[config.mk]
export PLATFORM = sky130hd
export DESIGN_NAME = rr_interval_tachycardia_detector_unit
export DESIGN_NICKNAME = d
export VERILOG_FILES = /design/src/hw/rtl/rrtd_pkg.sv /design/src/hw/rtl/rrtd_ram.sv /design/src/hw/rtl/rrtd_cfg.sv /design/src/hw/rtl/rrtd_window.sv /design/src/hw/rtl/rr_interval_tachycardia_detector_unit.sv
export SDC_FILE = /design/constraint.sdc
export NUM_CORES = 2
export LEC_CHECK = 0
export ABC_AREA = 1
export BUFFER_PORTS_ARGS = -buffer_cell sky130_fd_sc_hd__buf_2
export CAP_MARGIN = 20
export CORE_ASPECT_RATIO = 0.8
export CORE_UTILIZATION = 49
export CTS_BUF_LIST = sky130_fd_sc_hd__clkbuf_4 sky130_fd_sc_hd__clkbuf_8
export DETAILED_ROUTE_END_ITERATION = 16
export PLACE_DENSITY = 0.65
export SLEW_MARGIN = 30
export SYNTH_ARGS = -nofsm -noshare
export SYNTH_HDL_FRONTEND = slang
export SYNTH_SLANG_ARGS = --single-unit
export TNS_END_PERCENT = 10
[constraint.sdc]
create_clock -name clk -period 7.61 [get_ports clk]
set_clock_uncertainty 0.05 [all_clocks]
set_input_delay 1.522 -clock clk [delete_from_list [all_inputs] [get_ports clk]]
set_output_delay 1.522 -clock clk [all_outputs]
set_load 0.05 [all_outputs]
[src/hw/rtl/rrtd_pkg.sv]
// shared types and constants for the rr interval tachycardia detector
// no dependencies; imported by rrtd_cfg, rrtd_window and the top level

package rrtd_pkg;

    localparam int RR_W      = 16;   // interval and threshold width
    localparam int DETECT_W  = 4;    // detect count width
    localparam int TIMER_W   = 24;   // timeout and normal period width
    localparam int SUM_W     = 32;   // period sum width
    localparam int APB_AW    = 4;
    localparam int APB_DW    = 32;

    typedef struct packed {
        logic [RR_W-1:0]     rr_threshold;
        logic [DETECT_W-1:0] detect_count;
        logic [TIMER_W-1:0]  no_r_timeout;
        logic [TIMER_W-1:0]  normal_duration;
    } rrtd_cfg_t;

endpackage

[src/hw/rtl/rrtd_ram.sv]
// generic single-port-write, single-port-read ram with registered read data
// no dependencies

module rrtd_ram #(
    parameter int WIDTH = 16,
    parameter int DEPTH = 8
) (
    input  logic                     clk,
    input  logic                     we,
    input  logic [$clog2(DEPTH)-1:0] waddr,
    input  logic [WIDTH-1:0]         wdata,
    input  logic                     re,
    input  logic [$clog2(DEPTH)-1:0] raddr,
    output logic [WIDTH-1:0]         rdata
);

    logic [WIDTH-1:0] mem [DEPTH];

    always_ff @(posedge clk)
    begin
        if (we)
        begin
            mem[waddr] <= wdata;
        end
        if (re)
        begin
            rdata <= mem[raddr];
        end
    end

endmodule

[src/hw/rtl/rrtd_cfg.sv]
// apb configuration registers of the detector
// depends on rrtd_pkg

module rrtd_cfg
    import rrtd_pkg::*;
(
    input  logic              clk,
    input  logic              rst_n,
    input  logic              psel,
    input  logic              penable,
    input  logic              pwrite,
    input  logic [APB_AW-1:0] paddr,
    input  logic [APB_DW-1:0] pwdata,
    output logic [APB_DW-1:0] prdata,
    output logic              pready,
    output rrtd_cfg_t         cfg,
    output logic              threshold_written
);

    localparam logic [1:0] REG_RR_THRESHOLD    = 2'd0;
    localparam logic [1:0] REG_DETECT_COUNT    = 2'd1;
    localparam logic [1:0] REG_NO_R_TIMEOUT    = 2'd2;
    localparam logic [1:0] REG_NORMAL_DURATION = 2'd3;

    rrtd_cfg_t  cfg_reg;
    logic       wr_en;
    logic [1:0] reg_index;

    assign pready    = 1'b1;
    assign wr_en     = psel & penable & pwrite;
    assign reg_index = paddr[3:2];
    assign cfg       = cfg_reg;
    assign threshold_written = wr_en && (reg_index == REG_RR_THRESHOLD);

    always_ff @(posedge clk or negedge rst_n)
    begin
        if (!rst_n)
        begin
            cfg_reg.rr_threshold    <= RR_W'(360);
            cfg_reg.detect_count    <= DETECT_W'(6);
            cfg_reg.no_r_timeout    <= TIMER_W'(10000);
            cfg_reg.normal_duration <= TIMER_W'(20000);
        end
        else if (wr_en)
        begin
            unique case (reg_index)
                REG_RR_THRESHOLD:    cfg_reg.rr_threshold    <= pwdata[RR_W-1:0];
                REG_DETECT_COUNT:    cfg_reg.detect_count    <= pwdata[DETECT_W-1:0];
                REG_NO_R_TIMEOUT:    cfg_reg.no_r_timeout    <= pwdata[TIMER_W-1:0];
                REG_NORMAL_DURATION: cfg_reg.normal_duration <= pwdata[TIMER_W-1:0];
                default:             cfg_reg                 <= cfg_reg;
            endcase
        end
    end

    always_comb
    begin
        unique case (reg_index)
            REG_RR_THRESHOLD:    prdata = APB_DW'(cfg_reg.rr_threshold);
            REG_DETECT_COUNT:    prdata = APB_DW'(cfg_reg.detect_count);
            REG_NO_R_TIMEOUT:    prdata = APB_DW'(cfg_reg.no_r_timeout);
            REG_NORMAL_DURATION: prdata = APB_DW'(cfg_reg.normal_duration);
            default:             prdata = '0;
        endcase
    end

endmodule

[src/hw/rtl/rrtd_window.sv]
// interval window: circular buffer in ram, fill count, running short count
// and a recount sweep after a threshold change; depends on rrtd_pkg, rrtd_ram

module rrtd_window
    import rrtd_pkg::*;
#(
    parameter int WINDOW_DEPTH = 8
) (
    input  logic                               clk,
    input  logic                               rst_n,
    input  logic [RR_W-1:0]                    rr_threshold,
    input  logic                               threshold_written,
    input  logic                               rd_req,
    input  logic                               push,
    input  logic [RR_W-1:0]                    push_data,
    output logic                               busy,
    output logic                               full,
    output logic [$clog2(WINDOW_DEPTH+1)-1:0]  short_count,
    output logic [$clog2(WINDOW_DEPTH+1)-1:0]  push_count
);

    localparam int AW = $clog2(WINDOW_DEPTH);
    localparam int CW = $clog2(WINDOW_DEPTH + 1);

    logic [AW-1:0]   wr_ptr_reg;
    logic [CW-1:0]   fill_reg;
    logic [CW-1:0]   count_reg;
    logic            issue_reg;
    logic [AW-1:0]   issue_idx_reg;
    logic            chk_reg;
    logic [AW-1:0]   chk_idx_reg;
    logic [CW-1:0]   acc_reg;

    logic            ram_re;
    logic [AW-1:0]   ram_raddr;
    logic [RR_W-1:0] ram_rdata;
    logic [RR_W-1:0] old_value;
    logic            old_short;
    logic            new_short;
    logic            chk_valid;
    logic [RR_W-1:0] chk_value;
    logic            chk_short;
    logic [CW-1:0]   acc_next;

    assign ram_re    = rd_req | issue_reg;
    assign ram_raddr = issue_reg ? issue_idx_reg : wr_ptr_reg;

    rrtd_ram #(
        .WIDTH (RR_W),
        .DEPTH (WINDOW_DEPTH)
    ) u_ram (
        .clk   (clk),
        .we    (push),
        .waddr (wr_ptr_reg),
        .wdata (push_data),
        .re    (ram_re),
        .raddr (ram_raddr),
        .rdata (ram_rdata)
    );

    assign full        = (fill_reg == CW'(WINDOW_DEPTH));
    assign busy        = issue_reg | chk_reg;
    assign short_count = count_reg;

    // entries not yet written read as zero
    assign old_value  = full ? ram_rdata : '0;
    assign old_short  = (old_value <= rr_threshold);
    assign new_short  = (push_data <= rr_threshold);
    assign push_count = CW'(count_reg + CW'(new_short) - CW'(old_short));

    assign chk_valid = full || (CW'(chk_idx_reg) < fill_reg);
    assign chk_value = chk_valid ? ram_rdata : '0;
    assign chk_short = (chk_value <= rr_threshold);
    assign acc_next  = CW'(acc_reg + CW'(chk_short));

    always_ff @(posedge clk or negedge rst_n)
    begin
        if (!rst_n)
        begin
            wr_ptr_reg    <= '0;
            fill_reg      <= '0;
            count_reg     <= CW'(WINDOW_DEPTH);
            issue_reg     <= 1'b0;
            issue_idx_reg <= '0;
            chk_reg       <= 1'b0;
            chk_idx_reg   <= '0;
            acc_reg       <= '0;
        end
        else
        begin
            if (push)
            begin
                wr_ptr_reg <= (wr_ptr_reg == AW'(WINDOW_DEPTH - 1)) ? '0 : AW'(wr_ptr_reg + 1'b1);
                if (!full)
                begin
                    fill_reg <= CW'(fill_reg + 1'b1);
                end
                count_reg <= push_count;
            end

            if (threshold_written)
            begin
                // restart the recount with the new threshold
                issue_reg     <= 1'b1;
                issue_idx_reg <= '0;
                chk_reg       <= 1'b0;
                acc_reg       <= '0;
            end
            else
            begin
                if (issue_reg)
                begin
                    issue_idx_reg <= AW'(issue_idx_reg + 1'b1);
                    chk_idx_reg   <= issue_idx_reg;
                    if (issue_idx_reg == AW'(WINDOW_DEPTH - 1))
                    begin
                        issue_reg <= 1'b0;
                    end
                end
                chk_reg <= issue_reg;
                if (chk_reg)
                begin
                    acc_reg <= acc_next;
                    if (chk_idx_reg == AW'(WINDOW_DEPTH - 1))
                    begin
                        count_reg <= acc_next;
                    end
                end
            end
        end
    end

endmodule

[src/hw/rtl/rr_interval_tachycardia_detector_unit.sv]
// Top level of the rr interval tachycardia detector.
// Depends on rrtd_pkg, rrtd_cfg, rrtd_window (and rrtd_ram below it).
//
// One ECG marker sample (is_r_peak, block_start) enters per transfer on the
// sample channel; one result (detect_state, state_event, rr_interval,
// short_count) leaves per sample on the result channel. A transfer happens
// when valid is high and stall is low.
// A sample is taken when it transfers; for an R peak, the window entry it
// evicts is read from the window ram in that cycle. The calc state that
// follows updates all state and loads the result register, and sample_stall
// stays high until it does, so a new sample waits for that update.
// While a result waits under result_stall, the next sample is still taken;
// its update then waits until the result register is free.
// A write of rr_threshold starts a recount over the window ram, during
// which sample_stall is high.
// After reset the window reads as all zero intervals, the detector is idle,
// and no clearing pass is needed: a fill count marks unwritten entries.
// Registers: 0 rr_threshold, 1 detect_count, 2 no_r_timeout,
// 3 normal_duration, at byte addresses 0, 4, 8, 12.

module rr_interval_tachycardia_detector_unit
    import rrtd_pkg::*;
#(
    parameter int WINDOW_DEPTH = 8
) (
    input  logic              clk,
    input  logic              rst_n,
    input  logic              psel,
    input  logic              penable,
    input  logic              pwrite,
    input  logic [APB_AW-1:0] paddr,
    input  logic [APB_DW-1:0] pwdata,
    output logic [APB_DW-1:0] prdata,
    output logic              pready,
    input  logic              sample_valid,
    output logic              sample_stall,
    input  logic              is_r_peak,
    input  logic              block_start,
    output logic              result_valid,
    input  logic              result_stall,
    output logic [1:0]        detect_state,
    output logic              state_event,
    output logic [RR_W-1:0]   rr_interval,
    output logic [3:0]        short_count
);

    localparam int CW = $clog2(WINDOW_DEPTH + 1);
    localparam int NW = TIMER_W + 1;

    localparam logic [1:0] MODE_IDLE    = 2'd0;
    localparam logic [1:0] MODE_BEGIN   = 2'd1;
    localparam logic [1:0] MODE_ONGOING = 2'd2;
    localparam logic [1:0] MODE_FINISH  = 2'd3;

    localparam logic ST_IDLE = 1'b0;
    localparam logic ST_CALC = 1'b1;

    rrtd_cfg_t cfg;
    logic      threshold_written;

    logic [CW-1:0] win_count;
    logic [CW-1:0] win_push_count;
    logic          win_busy;
    logic          win_full;

    logic                   state_reg;
    logic                   peak_reg;
    logic                   bstart_reg;
    logic [1:0]             mode_reg, mode_next;
    logic [RR_W-1:0]        since_reg, since_next;
    logic [TIMER_W-1:0]     no_peak_reg, no_peak_next;
    logic signed [NW-1:0]   normal_reg, normal_next;
    logic [SUM_W-1:0]       psum_reg, psum_next;
    logic [RR_W-1:0]        pcount_reg, pcount_next;
    logic [SUM_W-1:0]       prod_reg;
    logic                   event_next;
    logic [RR_W-1:0]        newest_reg;

    logic                   out_valid_reg;
    logic [1:0]             out_state_reg;
    logic                   out_event_reg;
    logic [RR_W-1:0]        out_rr_reg;
    logic [3:0]             out_short_reg;

    logic                   accept;
    logic                   commit;
    logic                   push;
    logic [CW-1:0]          count_now;
    logic [CW+3:0]          count_ext;
    logic [CW+3:0]          detect_ext;
    logic [SUM_W:0]         sum_wide;

    rrtd_cfg u_cfg (
        .clk               (clk),
        .rst_n             (rst_n),
        .psel              (psel),
        .penable           (penable),
        .pwrite            (pwrite),
        .paddr             (paddr),
        .pwdata            (pwdata),
        .prdata            (prdata),
        .pready            (pready),
        .cfg               (cfg),
        .threshold_written (threshold_written)
    );

    assign sample_stall = (state_reg != ST_IDLE) | win_busy;
    assign accept       = sample_valid & ~sample_stall;
    assign commit       = (state_reg == ST_CALC) & (~out_valid_reg | ~result_stall);
    assign push         = commit & peak_reg;

    rrtd_window #(
        .WINDOW_DEPTH (WINDOW_DEPTH)
    ) u_window (
        .clk               (clk),
        .rst_n             (rst_n),
        .rr_threshold      (cfg.rr_threshold),
        .threshold_written (threshold_written),
        .rd_req            (accept & is_r_peak),
        .push              (push),
        .push_data         (since_reg),
        .busy              (win_busy),
        .full              (win_full),
        .short_count       (win_count),
        .push_count        (win_push_count)
    );

    assign count_now  = peak_reg ? win_push_count : win_count;
    assign count_ext  = {4'b0, count_now};
    assign detect_ext = (CW + 4)'(cfg.detect_count);
    assign sum_wide   = {1'b0, psum_reg} + (SUM_W + 1)'(since_reg);

    always_comb
    begin
        mode_next   = mode_reg;
        since_next  = since_reg;
        no_peak_next = no_peak_reg;
        normal_next = normal_reg;
        psum_next   = psum_reg;
        pcount_next = pcount_reg;
        event_next  = 1'b0;

        if (bstart_reg && (mode_reg == MODE_FINISH))
        begin
            mode_next = MODE_IDLE;
        end
        if (no_peak_reg != '0)
        begin
            no_peak_next = TIMER_W'(no_peak_reg - 1'b1);
        end
        if (normal_reg >= 0)
        begin
            normal_next = NW'(normal_reg - 1);
        end

        if (peak_reg)
        begin
            since_next   = RR_W'(1);
            no_peak_next = cfg.no_r_timeout;
            if (win_full && (count_ext >= detect_ext))
            begin
                mode_next   = (mode_next == MODE_IDLE) ? MODE_BEGIN : MODE_ONGOING;
                event_next  = 1'b1;
                pcount_next = '0;
                psum_next   = '0;
                normal_next = signed'({1'b0, cfg.normal_duration});
            end
            if (mode_next != MODE_IDLE)
            begin
                if (normal_next >= 0)
                begin
                    if (pcount_next != '1)
                    begin
                        pcount_next = RR_W'(pcount_next + 1'b1);
                    end
                    // a fresh period starts the sum at the interval itself
                    if (event_next)
                    begin
                        psum_next = SUM_W'(since_reg);
                    end
                    else
                    begin
                        psum_next = sum_wide[SUM_W] ? '1 : sum_wide[SUM_W-1:0];
                    end
                end
                else if ((mode_next == MODE_ONGOING) && (psum_reg >= prod_reg))
                begin
                    mode_next  = MODE_FINISH;
                    event_next = 1'b1;
                end
            end
        end
        else if (since_reg != '1)
        begin
            since_next = RR_W'(since_reg + 1'b1);
        end

        if ((no_peak_next == '0) && (mode_next == MODE_ONGOING))
        begin
            mode_next  = MODE_FINISH;
            event_next = 1'b1;
        end
    end

    // threshold times period count, registered ahead of its use
    always_ff @(posedge clk)
    begin
        prod_reg <= SUM_W'(cfg.rr_threshold) * SUM_W'(pcount_reg);
        if (accept)
        begin
            peak_reg   <= is_r_peak;
            bstart_reg <= block_start;
        end
        if (commit)
        begin
            out_state_reg <= mode_next;
            out_event_reg <= event_next;
            out_rr_reg    <= peak_reg ? since_reg : newest_reg;
            out_short_reg <= (count_ext > (CW + 4)'(15)) ? 4'd15 : count_ext[3:0];
        end
    end

    always_ff @(posedge clk or negedge rst_n)
    begin
        if (!rst_n)
        begin
            state_reg     <= ST_IDLE;
            out_valid_reg <= 1'b0;
            mode_reg      <= MODE_IDLE;
            since_reg     <= '0;
            no_peak_reg   <= '0;
            normal_reg    <= '1;
            psum_reg      <= '0;
            pcount_reg    <= '0;
            newest_reg    <= '0;
        end
        else
        begin
            unique case (state_reg)
                ST_IDLE:
                begin
                    if (accept)
                    begin
                        state_reg <= ST_CALC;
                    end
                end
                ST_CALC:
                begin
                    if (commit)
                    begin
                        state_reg <= ST_IDLE;
                    end
                end
                default:
                begin
                    state_reg <= ST_IDLE;
                end
            endcase

            if (commit)
            begin
                out_valid_reg <= 1'b1;
                mode_reg      <= mode_next;
                since_reg     <= since_next;
                no_peak_reg   <= no_peak_next;
                normal_reg    <= normal_next;
                psum_reg      <= psum_next;
                pcount_reg    <= pcount_next;
                if (peak_reg)
                begin
                    newest_reg <= since_reg;
                end
            end
            else if (out_valid_reg && !result_stall)
            begin
                out_valid_reg <= 1'b0;
            end
        end
    end

    assign result_valid = out_valid_reg;
    assign detect_state = out_state_reg;
    assign state_event  = out_event_reg;
    assign rr_interval  = out_rr_reg;
    assign short_count  = out_short_reg;

endmodule
==> out/qor.yml <==
path_class: "reg -> reg"
synth_area_leaders: "edfxtp_1 16%, dfrtp_1 14%, fa_1 12%, nand2_1 11%, ha_1 8.9%"
finalCritPeriodShare_pct: 84.5
clockBufferDepth: 3
drv_slew: 0
drive_gt1_share_pct: 9.65
place_hpwl_mm: 59.8
dr.pass1.iters: 6
n_fill_cell: 5914
htree_levels: 3
syn_inst: 3796
drt_iter0_markers: 2091
post_dp_cell_area_sq_um: 32600
gp_congestion: 0.933
synth_cell_types: 60
crit_start: "u_cfg.cfg[63]"
critPathArrivalTime_ns: 6.99
io_pins: 103
hold_class: "reg -> reg"
worst_slew_pin_slew_ns: 0.971
antenna_found_initial: 1
yosysTopAreaCellShare_pct: 16.1
diodes: 0
swShare_pct: 44.1
r2r_slack_ns: 1.18
cp_common_cell: "nand2_1"
syn_area_per_cell_sq_um: 8.29
critPathSlowestCell: "dfrtp_1"
synth_ff_type: "dfrtp_1"
reg2reg_from: "u_cfg.cfg[63]"
wire_per_inst_microns: 17.2
sequentialPowerShare_pct: 34.8
ant_nets: 0
status: "finished clean"
initial_utilization_pct: 49.9
rsz0062_at_grt: "no"
fin_setup_tns_ns: 0
crit_path_end_kind: "register"
die_area_sq_um: 65300
grt_pass1_vias: 23900
grt_max_degree: 138
relSlewSlack_pct: 35.3
pwr_density_cell_nw_per_um2: 299
grt_pass1_wl_mm: 132
p_comb_share_pct: 42.9
power_switching_mw: 4.52
core_area_sq_um: 63100
die_w_microns: 285
vias: 25000
routed_wl_mm: 81.7
area_delta_synth_final_pct: 8.87
finalPower_mw: 10.3
drcViolationCount: 0
crit_fanout: 18
max_freq_ghz: 0.155
endpoint: "pcount_reg[11]"
synth_edf_count: 169
drv_cap: 0
design_area_sq_um: 34300
ys_ff_latch: 425
period_needed_ns: 6.43
clk_latency_ns: 0.69
crit_required_ns: 8.16
ys_top_cells_by_count: "911 x nand2_1, 676 x inv_1, 294 x o21ai_0"
final_nets: 4302
final-setup-viol-count: 0
cts-root-buf: "clkbuf_8"
port_buffers: 83
yosysMostFrequentCell: "nand2_1"
grtUsageTotal_pct: 25.6
rr_endpoint: "pcount_reg[11]"
rows: 82
syn_area_sq_um: 31500
p_clk_share_pct: 22.3
yosysSeqAreaShare_pct: 36.1
ctsHoldBuffers: 0
r2r_cells: 30
max_stage_delay_ns: 0.85
total_leakage_power_nw: 17.0
globalRouteOverflowTotal: 0
vias_per_cell: 5.28
async_flop_share_pct: 52.7
cp-start-kind: "register"
post-cts-setup-buffers: 0
hold_ws_ns: 0.441
cts_tree: "done"
ir_worst_vdd_mv: 0.243
path_clk_slew_ns: 0.06
synth_top_area_cell: "edfxtp_1"
cts_buffers: 72
die_y_microns: 229
cts_resized: 0
cts.sinks: 425
finalHoldViolCount: 0
yosys_warnings: 0
largest_reg_flops: 128
p_int_mw: 5.73
hold_path.startpoint: "u_cfg.cfg[27]"
==> routing by layer <==
layer,up-vias,wire length [microns],track usage (%)
met1,11900,39200,39.1
met3,92,6070,4.55
li1,12200,-,-
met5,-,13,0
met4,2,1240,5.13
met2,780,35200,38.0
==> layout by cell type, fill, tap and decap left out, types with 40 or more instances in the layout <==
master,synthesis,routed
edfxtp_1,169,169
o21ai_0,294,294
nand2_1,911,911
buf_4,12,40
inv_1,676,674
a21oi_1,163,163
nand3_1,116,116
fa_1,196,196
ha_1,224,224
clkbuf_8,0,81
buf_2,13,82
xor2_1,55,55
nor2_1,216,214
dfstp_2,42,42
dfrtp_1,182,182
==> per-stage QoR <==
| stage | setup slack, ns | util (%) | instances |
|---|---|---|---|
| after floorplan | 1.66 | - | 3803 |
| after global placement | 1.23 | 51.7 | 4602 |
| after detailed placement | 1.20 | 51.7 | 4602 |
| after CTS | 1.19 | 54.3 | 4736 |
| after global routing | 0.554 | 54.3 | 4737 |
| final | 1.18 | 54.3 | 4737 |
==> power by group through the flow <==
stage / Sequential (mW) / Combinational [mW] / Clock [mW]
global placement: 3.59 / 4.28 / 0
floorplan: 3.50 / 3.16 / 0
global route: 3.63 / 4.96 / 2.44
detailed placement: 3.60 / 4.35 / 0
CTS: 3.56 / 4.37 / 2.33
finish: 3.56 / 4.40 / 2.29
==> cell families (layout without fill, tap and decap cells) <==
family | after synthesis | count (layout) | share of synthesized area (%)
compound gates | 616 | 616 | 11.0
xor+xnor | 82 | 82 | 2.28
fa+ha+maj | 420 | 420 | 21.4
buf+inv | 851 | 945 | 10.4
flops | 425 | 425 | 36.1
mux | 16 | 16 | 0.572
other cells | 2 | 9 | 0.0239
simple gates | 1384 | 1384 | 18.3
==> final cells by class <==
| type | count | area (sq um) | share of cell area (%) |
|---|---|---|---|
| multi-input combinational | 2527 | 16900 | 49.3 |
| sequential | 425 | 11400 | 33.2 |
| inverter | 686 | 2580 | 7.53 |
| clock buffer | 102 | 1270 | 3.71 |
| tap | 840 | 1050 | 3.07 |
| timing repair buffer | 125 | 773 | 2.26 |
| clock inverter | 32 | 324 | 0.946 |
==> how the worst min path moves through the flow <==
| stage | end | slack (ns) | cells after the start |
|---|---|---|---|
| after floorplan | u_cfg.cfg[16] | 0.40 | 2 |
| after global placement | u_cfg.cfg[26] | 0.42 | 2 |
| after CTS | result_valid | 0.44 | 2 |
| after global routing | u_cfg.cfg[14] | 0.46 | 2 |
| final | u_cfg.cfg[27] | 0.44 | 2 |
| after detailed placement | u_cfg.cfg[42] | 0.43 | 2 |
==> critical path: cells and delay by family, from the launching register on <==
| kind | cells | cell delay [ns] |
|---|---|---|
| AND/OR/NAND/NOR | 16 | 2.54 |
| adder cells (fa/ha/maj) | 6 | 1.81 |
| flip-flops | 1 | 0.85 |
| buffers and inverters | 5 | 0.67 |
| AO/OA/AOI/OAI | 3 | 0.43 |
(Power assumes the default switching activity.)
